<file path="src/hw/rtl/sacp_pkg.sv">
// Shared types and constants of the set-associative cache tag policy unit.
package sacp_pkg;

	localparam int ADDR_W     = 32;
	localparam int TAG_W      = 32;
	localparam int RANK_W     = 3;
	localparam int OUT_WAY_W  = 3;
	localparam int CFG_IDX_W  = 3;
	localparam int CFG_DATA_W = 4;
	localparam int SHIFT_W    = 6;

	localparam logic [RANK_W-1:0] RANK_MAX = 3'd7;

	localparam logic MODE_LOAD  = 1'b0;
	localparam logic MODE_STORE = 1'b1;

	// register indexes of the configuration port
	localparam logic [CFG_IDX_W-1:0] CFG_INDEX_BITS     = 3'd0;
	localparam logic [CFG_IDX_W-1:0] CFG_OFFSET_BITS    = 3'd1;
	localparam logic [CFG_IDX_W-1:0] CFG_WAYS_USED      = 3'd2;
	localparam logic [CFG_IDX_W-1:0] CFG_REPLACE_FIFO   = 3'd3;
	localparam logic [CFG_IDX_W-1:0] CFG_WRITE_ALLOCATE = 3'd4;
	localparam logic [CFG_IDX_W-1:0] CFG_WRITE_BACK     = 3'd5;

	// reset values of the registers
	localparam logic [3:0] RST_INDEX_BITS     = 4'd0;
	localparam logic [3:0] RST_OFFSET_BITS    = 4'd4;
	localparam logic [3:0] RST_WAYS_USED      = 4'd1;
	localparam logic       RST_REPLACE_FIFO   = 1'b0;
	localparam logic       RST_WRITE_ALLOCATE = 1'b1;
	localparam logic       RST_WRITE_BACK     = 1'b1;

	// one way presented to the scan unit
	typedef struct packed {
		logic              first;
		logic              valid;
		logic [RANK_W-1:0] rank;
		logic [TAG_W-1:0]  tag;
	} scan_in_t;

endpackage

</file>
<file path="src/hw/rtl/sacp_way_scan.sv">
// Shared way scan unit: tag compare, first empty way and oldest way, one way per step.
module sacp_way_scan import sacp_pkg::*; #(
	parameter int WAY_W = 3
) (
	input  logic             clk,
	input  logic             arst_n,
	input  logic             step,
	input  logic [WAY_W-1:0] way,
	input  scan_in_t         probe,
	input  logic [TAG_W-1:0] key,
	output logic             hit_now,
	output logic             hit_found,
	output logic [WAY_W-1:0] hit_way,
	output logic             empty_found,
	output logic [WAY_W-1:0] empty_way,
	output logic [WAY_W-1:0] best_way
);

	logic [RANK_W-1:0] best_rank_q;

	assign hit_now = probe.valid && (probe.tag == key);

	always_ff @(posedge clk or negedge arst_n) begin
		if (!arst_n) begin
			hit_found   <= 1'b0;
			hit_way     <= '0;
			empty_found <= 1'b0;
			empty_way   <= '0;
			best_way    <= '0;
			best_rank_q <= '0;
		end else if (step) begin
			if (probe.first) begin
				hit_found   <= hit_now;
				hit_way     <= way;
				empty_found <= !probe.valid;
				empty_way   <= way;
				best_way    <= way;
				best_rank_q <= probe.rank;
			end else begin
				if (!hit_found && hit_now) begin
					hit_found <= 1'b1;
					hit_way   <= way;
				end
				if (!empty_found && !probe.valid) begin
					empty_found <= 1'b1;
					empty_way   <= way;
				end
				// strict compare: ties keep the lower way
				if (probe.rank > best_rank_q) begin
					best_way    <= way;
					best_rank_q <= probe.rank;
				end
			end
		end
	end

endmodule

</file>
<file path="config.mk">
export PLATFORM = sky130hd
export DESIGN_NAME = sacp_way_scan
export DESIGN_NICKNAME = d
export VERILOG_FILES = /design/src/hw/rtl/sacp_pkg.sv /design/src/hw/rtl/sacp_way_scan.sv
export SDC_FILE = /design/constraint.sdc
export NUM_CORES = 1
export LEC_CHECK = 0
export ABC_AREA = 1
export ABC_CLOCK_PERIOD_IN_PS = 1550
export BUFFER_PORTS_ARGS = -buffer_cell sky130_fd_sc_hd__buf_2
export CAP_MARGIN = 20
export CORE_MARGIN = 4
export CORE_UTILIZATION = 45
export CTS_CLUSTER_DIAMETER = 80
export DETAILED_ROUTE_END_ITERATION = 8
export PLACE_DENSITY = 0.78
export SLEW_MARGIN = 20
export SYNTH_ARGS = -nofsm -noshare
export SYNTH_HDL_FRONTEND = slang
export SYNTH_SLANG_ARGS = --single-unit
</file>
<file path="constraint.sdc">
create_clock -name clk -period 1.55 [get_ports clk]
set_input_delay 0.155 -clock clk [delete_from_list [all_inputs] [get_ports clk]]
set_output_delay 0.155 -clock clk [all_outputs]
set_load 0.02 [all_outputs]
</file>
# After elaboration in Yosys (flattened, before gate mapping)
# Cells that the tools add are included.
# op_classes
addsub	0
mul	0
div_mod_pow	0
magnitude_cmp	1
eq_ne	1
shift	0
n_mux	12
n_bitwise	0
n_reduce_logical	12
# ops
op	count
32-bit == test	1
3-bit 2-to-1 mux	8
2-bit AND reduction	3
2-bit nonzero test	3
1-bit 2-to-1 mux	4
3-bit > comparator	1
1-bit logical AND	3
1-bit logical NOT	3
# word_totals
regBits	14
latch_bits	0
mem_bits_rw	0
rom_bits	0
inputBits	75
output_inout_bits	12
elab_cells	32
n_memories	0

# Logic depth before layout (Yosys ltp)
# Gate-level depths: netlist of the first run.
# logic_depth
word_depth	5
ltp_mapped	12
mapped_depth_nobuf	12

# Least setup slack after synthesis of the first run
# OpenSTA, ideal clock, no wires.
# synth_timing
path_type	input to output
from	input key[2]
to	output hit_now
arrival_time_ns	1.259
required_ns	1.395
path_slack_ns	0.136
cell_stages	5
path_buffers	0
cell_sequence	xnor2_1 inv_1 nor2_1 nand3_1 nor4_1
# synth_between
elab_chain_len	2
# synth_rtl
element	line	rtl
from (decl)	sacp_way_scan.sv:10	input logic [TAG_W-1:0] key,
32-bit == test	sacp_way_scan.sv:21	assign hit_now = probe.valid && (probe.tag == key);
1-bit logical AND	sacp_way_scan.sv:21	
to (decl)	sacp_way_scan.sv:11	output logic hit_now,
# Every way passes these cells.

# Final worst setup path of the first run
# Same ends and word-level chain as after synthesis.

==> flow_metrics.tcl, run 1 <==
set metrics [dict create \
    outcome "finished, final reports clean" \
    power.density_mw_per_mm2 687 \
    grt_remaining_overflow 0 \
    comb_power_share 0.472 \
    grt.total_usage 0.200 \
    critPathArrivalTime_ps 1250 \
    antenna_found_initial 0 \
    area_growth_pct 35.7 \
    die_w_um 66.4 \
    dp.cells 419 \
    final_net_count 460 \
    drcViolationCount 0 \
    final.fill_count 330 \
    endpoint_kind "primary output" \
    synth_nets 369 \
    placementRows 20 \
    core_area_mm2 0.00315 \
    peakVddDrop_mv 0.732 \
    tritoncts "built" \
    multi_input_area_um2 941 \
    reg2reg_to "best_way[1]" \
    io_pins 87 \
    antenna_cells 0 \
    post-cts-setup-buffers 0 \
    fin_total_pwr_w 0.00143 \
    maxCapViolations 0 \
    synth.cell_area_mm2 0.00153 \
    syn_avg_cell_area_um2 5.27 \
    grt_pass1_wl_um 7020 \
    r2r-start "best_rank_q[2]" \
    grt_max_degree 15 \
    yosysSeqAreaShare 0.228 \
    wl_per_cell_um 10.4 \
    worst_pin_slew_ps 460 \
    netlist_instances 291 \
    io_buffers 86 \
    die_height_um 66.4 \
    netlist.area_leader.share 0.272 \
    endpoint "hit_now" \
    critPathKind "primary input to primary output" \
    min_period_over_period 0.908 \
    clock-sinks 14 \
    synth_seq_cells 14 \
    hp-class "primary input to flop" \
    die_area_mm2 0.00441 \
    p_clk_frac 0.180 \
    start_util 0.487 \
    cts_root_buf "clkbuf_4" \
    gp_congestion 0.860 \
    synth_most_common_cell "nand2_1" \
    sw_frac_of_total 0.396 \
    slew_viol_final 0 \
    finalSetupViolations 0 \
    yosysWarningCount 0 \
    clk_latency_ps 280 \
    vias_per_cell 4.49 \
    fin_cells 425 \
    vias 1910 \
    place.detailed.hpwl_um 3800 \
    synth_area_leaders "nand2_1, dfrtp_1, inv_1" \
    required_ps 1390 \
    grt_pass1_vias 1685 \
    skew_ps 1.29 \
    drt_first_pass_iters 7 \
    power.switching_w 0.000567 \
    crit_start "key[2]" \
    synth_cell_types 20 \
    async_flop_share 1.00 \
    drive_gt1_frac 0.270 \
    wl_um 4420 \
    relSlewSlack 0.692 \
    synth.largest_area_cell "nand2_1" \
    clk_pin_slew_ps 80 \
    synth-edff-count 0 \
    cellInternalPower_w 0.000864 \
    r2r_cells 8 \
    final-hold-violation-count 0 \
    worstPathMaxFanout 2 \
    clockBufferDepth 2 \
    ys.flop_type "dfrtp_1" \
    max_freq_mhz 711 \
    p_seq_frac 0.348 \
    synthTopCellsByCount "nand2_1, inv_1, nor2_1, dfrtp_1, o21ai_0" \
    worst_hold_slack_ps 101 \
    fin_crit_ps 1410 \
    seq_area_um2 350 \
    regToRegSetupSlack_ps 180 \
    p_leak_nw 1.40 \
    h-tree-depth 1 \
    startpoint_type "primary input" \
    cts_buffers 3 \
    drt-initial-drc-count 109 \
    ant_nets 0 \
]
-- stage by stage --
step | setup WS, ps | cell area (um2) | setup TNS, ps | util
2_1_floorplan | 136 | 1530 | 0 | -
3_3_place_gp | 97.9 | 2000 | 0 | 0.635
3_5_place_dp | 46.8 | 2000 | 0 | 0.635
4_1_cts | 41.1 | 2050 | 0 | 0.650
5_1_grt | -27.5 | 2080 | -27.5 | 0.660
6_report | 143 | 2080 | 0 | 0.660
-- cells by family (layout without fill, tap and decap cells) --
group,count (synthesis),in the layout,synth area share
simple gates,179,180,0.480
buf+inv,71,160,0.179
compound gates,21,21,0.0702
flops,14,14,0.228
fa+ha+maj,3,3,0.0245
xor+xnor,3,3,0.0171
-- timing repair --
action,4_1_cts,5_1_grt
setup endpoints to repair,0,7
resized for setup,0,6
hold endpoints to repair,14,0
hold buffers,1,0
-- flip-flops by register name, indices dropped and copies added, names as in the netlist --
signal	flops
hit_way	3
empty_way	3
hit_found	1
best_way	3
empty_found	1
best_rank_q	3
-- critical path, stage by stage --
cell and delay (ps):
buf_2 100, xnor2_1 210, inv_1 80, nor2_1 90, nand3_1 100, nor4_2 300, buf_2 210
-- layout make-up --
class,instances,share of cell area
Multi-Input combinational cell,207,0.452
Timing Repair Buffer,87,0.212
Sequential cell,14,0.168
Inverter,69,0.124
Tap cell,44,0.0264
Clock buffer,4,0.0174
-- power by group through the flow --
stage / Sequential, W / Combinational (W) / Clock (W)
floorplan: 0.000567 / 0.000325 / 0
global placement: 0.000500 / 0.000620 / 0
detailed placement: 0.000501 / 0.000635 / 0
CTS: 0.000497 / 0.000638 / 0.000266
global route: 0.000510 / 0.000773 / 0.000291
finish: 0.000498 / 0.000675 / 0.000258
-- worst min path at each step --
stage | start | to | slack [ps] | cells past startpoint
global placement | arst_n | best_rank_q[2] | 60 | 1
detailed placement | arst_n | best_rank_q[2] | 60 | 1
finish | probe[34] | best_rank_q[2] | 100 | 3
global route | probe[33] | best_rank_q[1] | 110 | 3
floorplan | arst_n | best_rank_q[0] | -140 | 0
CTS | probe[34] | best_rank_q[2] | 90 | 3
-- layout by cell type (no fill, tap or decap) --
cell | netlist | layout
nand2_4 | 0 | 1
a31oi_1 | 1 | 1
dfrtp_1 | 14 | 14
nor2_2 | 2 | 2
o22ai_1 | 1 | 1
xnor2_1 | 3 | 2
o21ai_1 | 0 | 1
buf_2 | 1 | 86
inv_1 | 69 | 69
nor4_2 | 0 | 1
nand3b_1 | 1 | 1
clkbuf_4 | 0 | 3
a21oi_1 | 6 | 6
nand2_2 | 3 | 4
or2_2 | 2 | 2
o21ai_0 | 13 | 12
nand3_1 | 12 | 11
dlygate4sd3_1 | 0 | 1
nor2_1 | 38 | 38
clkbuf_8 | 0 | 1
xnor2_2 | 0 | 1
ha_1 | 3 | 3
nand3_2 | 1 | 2
nand4_1 | 8 | 8
nand2_1 | 111 | 110
-- per-layer routing --
metal,track usage,part of all wire,vias to the layer above
met4,0.0254,0.0047,0
li1,-,-,1047
met5,0,0,-
met2,0.341,0.46,69
met3,0.0340,0.081,2
met1,0.268,0.46,792
(Power assumes the default switching activity.)
==> run 2, diff against run 1 <==
--- a/config.mk
+++ b/config.mk
@@ -5,15 +5,15 @@
 export SDC_FILE = /design/constraint.sdc
 export NUM_CORES = 1
 export LEC_CHECK = 0
-export ABC_AREA = 1
+export ABC_AREA = 0
 export ABC_CLOCK_PERIOD_IN_PS = 1550
-export BUFFER_PORTS_ARGS = -buffer_cell sky130_fd_sc_hd__buf_2
 export CAP_MARGIN = 20
 export CORE_MARGIN = 4
-export CORE_UTILIZATION = 45
+export CORE_UTILIZATION = 61
 export CTS_CLUSTER_DIAMETER = 80
 export DETAILED_ROUTE_END_ITERATION = 8
-export PLACE_DENSITY = 0.78
+export DONT_BUFFER_PORTS = 1
+export PLACE_DENSITY = 0.74
 export SLEW_MARGIN = 20
 export SYNTH_ARGS = -nofsm -noshare
 export SYNTH_HDL_FRONTEND = slang
==> run 2 against run 1 <==
  * Fmax fell by 22%
  * Non-clock buffer count shrank 69
  * The flow now finishes with violations (setup timing)
  * Clock skew is 1.2 ps higher
  * Combinational power down 43%
  * Area after synthesis fell by 34%
  * Worst setup slack lost 390 ps
==> flow_metrics.tcl, run 2 <==
set metrics [dict create \
    outcome "finished with violations" \
    violations "setup timing" \
    path_buf_inv 2 \
    ant_nets 0 \
    critPathArrivalTime_ps 1980 \
    fin_setup_tns_ps -1470 \
    clk_pin_slew_ps 90 \
    synth_most_common_cell "xor2_1" \
    syn_avg_cell_area_um2 10.9 \
    drcViolationCount 0 \
    synth_nets 171 \
    fin_total_pwr_w 0.00120 \
    cpPeakStageDelay_ps 410 \
    cp_num_cells 8 \
    netlist_instances 93 \
    design_area_mm2 0.00128 \
    synth_area_leaders "dfrtp_1, xor2_1, mux2_2" \
    final_net_count 194 \
    power.density_mw_per_mm2 931 \
    p_leak_nw 0.606 \
    postPlaceCellArea_mm2 0.00112 \
    vias_per_cell 6.03 \
    slew_viol_final 0 \
    fin_crit_ps 1800 \
    final_core_util 0.833 \
    r2r-start "best_rank_q[1]" \
    seq_area_um2 350 \
    synthTopCellsByCount "xor2_1, dfrtp_1, inv_1, mux2_2, nor4_1" \
    vias 790 \
    max_freq_mhz 556 \
    antenna_found_initial 0 \
    h-tree-depth 1 \
    reg2reg_to "best_rank_q[2]" \
    core_area_mm2 0.00154 \
    drt-initial-drc-count 5 \
    critPathKind "flop to flop" \
    crit_chain "inv_2 -> ha_4 -> a21o_1 -> a21oi_2 -> a31oi_1 -> o21ai_2 -> buf_12 -> mux2_4" \
    io_pins 87 \
    clock-sinks 14 \
    worst_pin_slew_ps 616 \
    finalSetupViolations 6 \
    drive_gt1_frac 0.278 \
    peakVddDrop_mv 0.705 \
    tritoncts "built" \
    place.detailed.hpwl_um 1980 \
    rsz0062_at_grt "yes" \
    grt_max_degree 15 \
    synth_seq_cells 14 \
    netlist.area_leader.share 0.346 \
    antenna_cells 0 \
    relSlewSlack 0.588 \
    grt.total_usage 0.220 \
    maxCapViolations 0 \
    async_flop_share 1.00 \
    hp-class "primary input to flop" \
    endpoint "best_rank_q[2]" \
    worst_slack_ps -249 \
    synth.cell_area_mm2 0.00101 \
    clockBufferDepth 2 \
    final_cell_mix "xor2_1, dfrtp_1, dlygate4sd3_1" \
    clk_latency_ps 290 \
    final.fill_count 86 \
    min_period_over_period 1.16 \
    final-hold-violation-count 0 \
    die_height_um 48.7 \
    placementRows 14 \
    required_ps 1730 \
    slowest_stage "dfrtp_1" \
    start_util 0.657 \
    ys.flop_type "dfrtp_1" \
    regToRegSetupSlack_ps -250 \
    yosysSeqAreaShare 0.346 \
    r2r_cells 8 \
    multi_input_area_um2 671 \
    yosysWarningCount 0 \
    crit_family "compound AO/OA/AOI/OAI gates" \
    wl_per_cell_um 20.5 \
    die_w_um 48.7 \
    die_area_mm2 0.00238 \
    startpoint_type "flop" \
    worstPathMaxFanout 6 \
    area_growth_pct 26.8 \
    grt_remaining_overflow 0 \
    synth-edff-count 0 \
    wl_um 2680 \
    io_buffers 0 \
    synth.largest_area_cell "dfrtp_1" \
    synth_cell_types 24 \
    gp_congestion 0.791 \
    grt_pass1_vias 868 \
    skew_ps 2.52 \
    crit_start "best_rank_q[1]" \
    endpoint_kind "flop" \
    cts_buffers 3 \
    final_common_cell "xor2_1" \
    cts_root_buf "clkbuf_4" \
    grt_pass1_wl_um 4060 \
    drt_first_pass_iters 4 \
]
run 2: cell count changes after synthesis, moves of 7 or more:
cell / delta
inv_1: -60
mux2_2: +9
nand2_1: -108
nand3_1: -11
nand4_1: -7
nor2_1: -36
o21ai_0: -11
xor2_1: +26
run 2: logic make-up after synthesis:
group	count (synthesis)	synth area share
muxes	12	0.145
AOI/OAI and AO/OA	11	0.0939
xor gates and xnor gates	29	0.251
and+or+nand+nor	15	0.0940
buffers and inverters	9	0.0334
DFF	14	0.346
adders and majority gates	3	0.0371
run 2: through the flow:
| step | std cells | hold slack (ps) | setup WS (ps) |
|---|---|---|---|
| after floorplan | 93 | -141 | -259 |
| after global placement | 115 | -140 | -167 |
| after detailed placement | 115 | -140 | -220 |
| after CTS | 126 | -1.47 | -191 |
| after global routing | 131 | 1.18 | -324 |
| final | 131 | 10.1 | -249 |
run 2: layer usage:
metal / wire, um / global-route usage
met1: 910 / 0.221
met2: 1410 / 0.387
met3: 323 / 0.107
met4: 36 / 0.0807
met5: 0 / 0
run 2: layout make-up:
class,instances,share of cell area
well taps,16,0.0156
inverters,9,0.0263
clock buffers,4,0.0283
multi-input cells,70,0.522
flip-flops and latches,14,0.273
repair buffers,18,0.135
run 2: worst min path at each step:
stage | startpoint | to | slack, ps | cells after the start
detailed placement | arst_n | best_rank_q[2] | -140 | 0
CTS | way[1] | hit_way[1] | -1 | 1
finish | way[2] | best_way[2] | 10 | 1
global route | probe[32] | best_rank_q[0] | 1 | 1
global placement | arst_n | best_rank_q[2] | -140 | 0
floorplan | arst_n | best_rank_q[0] | -140 | 0
run 2: repair_timing:
item,CTS,global route
setup buffers,1,1
endpoints found under the setup margin,6,6
pin swaps,2,0
hold endpoints to repair,20,7
gates resized for setup,3,0
hold buffers,6,4
run 2: power breakdown:
| group | internal, W | total [W] | switching, W |
|---|---|---|---|
| logic | 0.000237 | 0.000383 | 0.000146 |
| clock network | 0.000143 | 0.000267 | 0.000124 |
| registers | 0.000434 | 0.000545 | 0.000111 |
run 2: worst reg2reg max path, cell delays in order (launching register included):
cell	delay [ps]
dfrtp_1	410
inv_2	70
ha_4	190
a21o_1	190
a21oi_2	140
a31oi_1	70
o21ai_2	170
buf_12	150
mux2_4	300
